===== src/hdl/agsh_div.sv =====
module agsh_div #(
    parameter int NW  = 32,
    parameter int DNW = 16,
    parameter int QB  = 32,
    parameter int TW  = 1
) (
    input  logic           clk,
    input  logic           rst_n,
    input  logic           en,
    input  logic           in_valid,
    input  logic [NW-1:0]  num,
    input  logic [DNW-1:0] den,
    input  logic [TW-1:0]  tag,
    output logic           out_valid,
    output logic [QB-1:0]  q,
    output logic           ovf,
    output logic [TW-1:0]  out_tag
);

    localparam int CW = NW + DNW + QB;

    logic           val_reg [QB+1];
    logic [NW-1:0]  rem_reg [QB+1];
    logic [DNW-1:0] den_reg [QB+1];
    logic [QB-1:0]  q_reg   [QB+1];
    logic           ovf_reg [QB+1];
    logic [TW-1:0]  tag_reg [QB+1];

    // entry stage: flag quotients that do not fit in QB bits
    always_ff @(posedge clk or negedge rst_n)
    begin
        if (!rst_n)
        begin
            val_reg[0] <= 1'b0;
        end
        else if (en)
        begin
            val_reg[0] <= in_valid;
        end
    end

    always_ff @(posedge clk)
    begin
        if (en)
        begin
            rem_reg[0] <= num;
            den_reg[0] <= den;
            q_reg[0]   <= '0;
            ovf_reg[0] <= (CW'(den) << QB) <= CW'(num);
            tag_reg[0] <= tag;
        end
    end

    // one quotient bit per stage, msb first
    for (genvar s = 1; s <= QB; s++)
    begin : g_stage
        localparam int K = QB - s;
        logic [CW-1:0] sh;
        logic          take;
        logic [QB-1:0] q_next;
        logic [NW-1:0] rem_next;

        assign sh   = CW'(den_reg[s-1]) << K;
        assign take = CW'(rem_reg[s-1]) >= sh;

        always_comb
        begin
            q_next    = q_reg[s-1];
            q_next[K] = take;
            rem_next  = take ? NW'(CW'(rem_reg[s-1]) - sh) : rem_reg[s-1];
        end

        always_ff @(posedge clk or negedge rst_n)
        begin
            if (!rst_n)
            begin
                val_reg[s] <= 1'b0;
            end
            else if (en)
            begin
                val_reg[s] <= val_reg[s-1];
            end
        end

        always_ff @(posedge clk)
        begin
            if (en)
            begin
                rem_reg[s] <= rem_next;
                den_reg[s] <= den_reg[s-1];
                q_reg[s]   <= q_next;
                ovf_reg[s] <= ovf_reg[s-1];
                tag_reg[s] <= tag_reg[s-1];
            end
        end
    end

    assign out_valid = val_reg[QB];
    assign q         = q_reg[QB];
    assign ovf       = ovf_reg[QB];
    assign out_tag   = tag_reg[QB];

endmodule


===== config.mk =====
export PLATFORM = sky130hd
export DESIGN_NAME = agsh_div
export DESIGN_NICKNAME = d
export VERILOG_FILES = /design/src/hdl/agsh_div.sv
export SDC_FILE = /design/constraint.sdc
export NUM_CORES = 2
export LEC_CHECK = 0
export BUFFER_PORTS_ARGS = -buffer_cell sky130_fd_sc_hd__buf_2
export CORE_MARGIN = 4
export CORE_UTILIZATION = 60
export DETAILED_ROUTE_END_ITERATION = 8
export PLACE_DENSITY = 0.81
export SYNTH_ARGS = -nofsm -noshare
export SYNTH_HDL_FRONTEND = slang
export SYNTH_SLANG_ARGS = --single-unit

===== constraint.sdc =====
create_clock -name clk -period 9.15 [get_ports clk]
set_input_delay 0.4575 -clock clk [delete_from_list [all_inputs] [get_ports clk]]
set_output_delay 0.4575 -clock clk [all_outputs]
set_load 0.05 [all_outputs]

==> flow_summary_export.csv <==
group,metric,value,unit
outcome,status,"finished clean",
floorplan,die_w,399,um
worst_hold_path,worstHoldPathCells,1,
timing,worst_pin_slew,1.25,ns
clock_tree,clkTransAtPathRegs,0.07,ns
place,place_hpwl,116,mm
critical_path,r2r_cells,11,
timing,timing.final.crit_share,0.425,
worst_hold_path,hold_path_class,"in2reg",
yosys,async_reset_ff_frac,0.0153,
clock_tree,clk_latency,0.85,ns
yosys,syn-num-nets,6678,
critical_path,worstReg2RegStart,"rem_reg[0][883]",
drt,ant_nets,0,
final_layout,syn2layout_area_growth,11.6,%
timing,rsz0062_at_grt,"no",
power_and_ir_drop,leakagePower,38.2,nW
critical_path,reg2reg_setup_slack,5.26,ns
run,drv_cap,0,
yosys,synth_edf_count,2130,
final_layout,final_cell_mix,"2130 x edfxtp_1, 528 x inv_1, 392 x ha_1, 330 x nand2_1, 311 x nor2_1",
yosys,syn_area_per_cell,14.8,sq um
drt,vias,50900,
clock_tree,cts_buffers,207,
yosys,yosys.cell_types.count,89,
global_routing,grt_pass1_wl,272,mm
drt,post-route-drc-count,0,
timing,hold_viol_final,0,
drt,vias_per_cell,5.84,
drt,first_pass_iters,8,
floorplan,rows,143,
critical_path,worstPathMaxFanout,35,
yosys,synthFlopType,"edfxtp_1",
floorplan,io_pins,88,
timing,skew,0.0660,ns
global_routing,antenna_found_initial,3,
final_layout,fin_nets,6976,
worst_hold_path,holdPathEnd,"rem_reg[0][0]",
drt,wirelength,173,mm
global_routing,grt_overflow_total,0,
place,io_buffers,87,
timing,relSlewSlack,0.164,
final_layout,layout_commonest_cell,"edfxtp_1",
clock_tree,cts_max_level,4,
critical_path,cp.required,9.73,ns
clock_tree,cts_resized,0,
critical_path,path_class,"reg2reg",
clock_tree,cts_tree,"yes",
power_and_ir_drop,power_density,271,nW/um^2
critical_path,end_kind,"flip-flop",
yosys,syn-cell-area,91800,sq um
power_and_ir_drop,peakVddDrop,0.201,mV
clock_tree,clockRootBuffer,"clkbuf_16",
critical_path,crit-reg2reg-capture,"rem_reg[0][923]",
global_routing,grt_max_degree,194,
timing,max_freq,257,MHz
floorplan,start_util,0.604,
final_layout,largest_reg_flops,1024,
timing,finalSetupViolations,0,
floorplan,core,152000,sq um
power_and_ir_drop,p_total,27.7,mW
clock_tree,clkSinkCount,2163,
yosys,ys_seq_elements,2163,
worst_hold_path,min_from,"en",
clock_tree,clockBufferDepth,3,
critical_path,cp-start-kind,"flip-flop",
timing,final-max-slew-violation-count,0,
floorplan,die_y,399,um
critical_path,crit_arrival,4.46,ns
floorplan,die_area,159000,sq um
yosys,yosysSeqAreaShare,0.706,
timing,period_minus_slack,3.89,ns
timing,setup_tns,0,ns
drt,drt_iter0_drc,4550,
place,gp_congestion,0.916,
final_layout,drive_gt1_frac,0.0973,
yosys,yosys_warnings,0,
global_routing,first_global_vias,50400,
global_routing,grt_util_all_layers,0.216,
drt,wl_per_cell,19.8,um
yosys,syn_inst,6203,
[worst max path at each step]
stage | from | endpoint | slack [ns] | cells past startpoint
floorplan | rem_reg[0][465] | rem_reg[0][502] | 6.04 | 15
global placement | rem_reg[0][883] | rem_reg[0][926] | 5.32 | 11
detailed placement | rem_reg[0][883] | rem_reg[0][923] | 5.34 | 11
CTS | rem_reg[0][372] | rem_reg[0][406] | 5.30 | 12
global route | rem_reg[0][372] | rem_reg[0][406] | 4.99 | 12
finish | rem_reg[0][883] | rem_reg[0][923] | 5.26 | 11
[power by group]
part | internal, mW | total (mW) | switching [mW]
Sequential | 12.5 | 13.3 | 0.796
Clock | 4.99 | 8.72 | 3.72
Combinational | 2.43 | 5.73 | 3.30
[timing repair]
item                                   in CTS  in global routing
endpoints found under the hold margin      84                  0
setup buffers                               0                  0
hold buffers                               51                  0
[cells by family after synthesis]
group	count (synthesis)	synth area share
simple gates	1376	0.0771
xor+xnor	381	0.0363
flops	2163	0.706
mux	180	0.0218
fa+ha+maj	422	0.0600
compound gates	1069	0.0737
buf+inv	612	0.0255
[worst max-delay path, cell delays in order (launching register included)]
cell and delay [ns]:
edfxtp_1 0.40, ha_1 0.46, nand2_1 0.19, or3_1 0.48
nor4_1 0.63, or3_1 0.22, nor2_1 0.07, or3b_1 0.16
buf_4 0.34, nand3_1 0.23, nor4_1 0.33, xor2_1 0.14
[Yosys cell counts (22+ instances only)]
| library cell | instances | area share |
|---|---|---|
| a211oi_1 | 31 | 0.0025 |
| a21boi_0 | 27 | 0.0022 |
| a21o_1 | 139 | 0.011 |
| a21oi_1 | 309 | 0.017 |
| a31oi_1 | 32 | 0.0022 |
| clkbuf_1 | 60 | 0.0025 |
| dfrtp_1 | 33 | 0.0090 |
| edfxtp_1 | 2130 | 0.70 |
| fa_1 | 30 | 0.0065 |
| ha_1 | 392 | 0.053 |
| inv_1 | 528 | 0.022 |
| mux2_2 | 157 | 0.019 |
| mux2i_1 | 22 | 0.0024 |
| nand2_1 | 330 | 0.013 |
| nand2b_1 | 65 | 0.0044 |
| nand3_1 | 66 | 0.0036 |
| nand4_1 | 81 | 0.0055 |
| nor2_1 | 311 | 0.013 |
| nor2b_1 | 82 | 0.0056 |
| nor3_1 | 96 | 0.0052 |
| nor4_1 | 149 | 0.010 |
| nor4b_1 | 27 | 0.0026 |
| o21a_1 | 48 | 0.0039 |
| o21ai_0 | 282 | 0.015 |
| o21bai_1 | 30 | 0.0025 |
| o31ai_1 | 22 | 0.0018 |
| or3_1 | 31 | 0.0021 |
| or4_1 | 24 | 0.0020 |
| xnor2_1 | 220 | 0.021 |
| xor2_1 | 161 | 0.015 |
[cell type report]
class | instances | area (sq um)
fillers | 10000 | 49600
repair buffers | 171 | 1310
inverters | 530 | 1990
clock inverters | 144 | 1810
flip-flops and latches | 2163 | 64800
multi-input cells | 3428 | 24700
diodes | 1 | 2.50
well taps | 2030 | 2540
clock buffers | 237 | 5290
[stage by stage]
stage	instance area (sq um)	hold WS (ns)	cells	utilization	worst slack (ns)
2_1_floorplan	91800	0.162	6203	-	6.04
3_3_place_gp	94800	0.401	8271	0.624	5.32
3_5_place_dp	94800	0.405	8271	0.624	5.34
4_1_cts	102000	0.105	8703	0.674	5.30
5_1_grt	102000	0.147	8703	0.674	4.99
6_report	102000	0.113	8704	0.674	5.26
[routing by layer]
layer / share of wire / wire length, um / global-route usage
met4: 0.025 / 4370 / 0.0654
met3: 0.061 / 10500 / 0.0375
met2: 0.50 / 86100 / 0.367
met5: 0.00019 / 32 / 0
met1: 0.41 / 71600 / 0.286
Power figures use the tool's default switching activity.
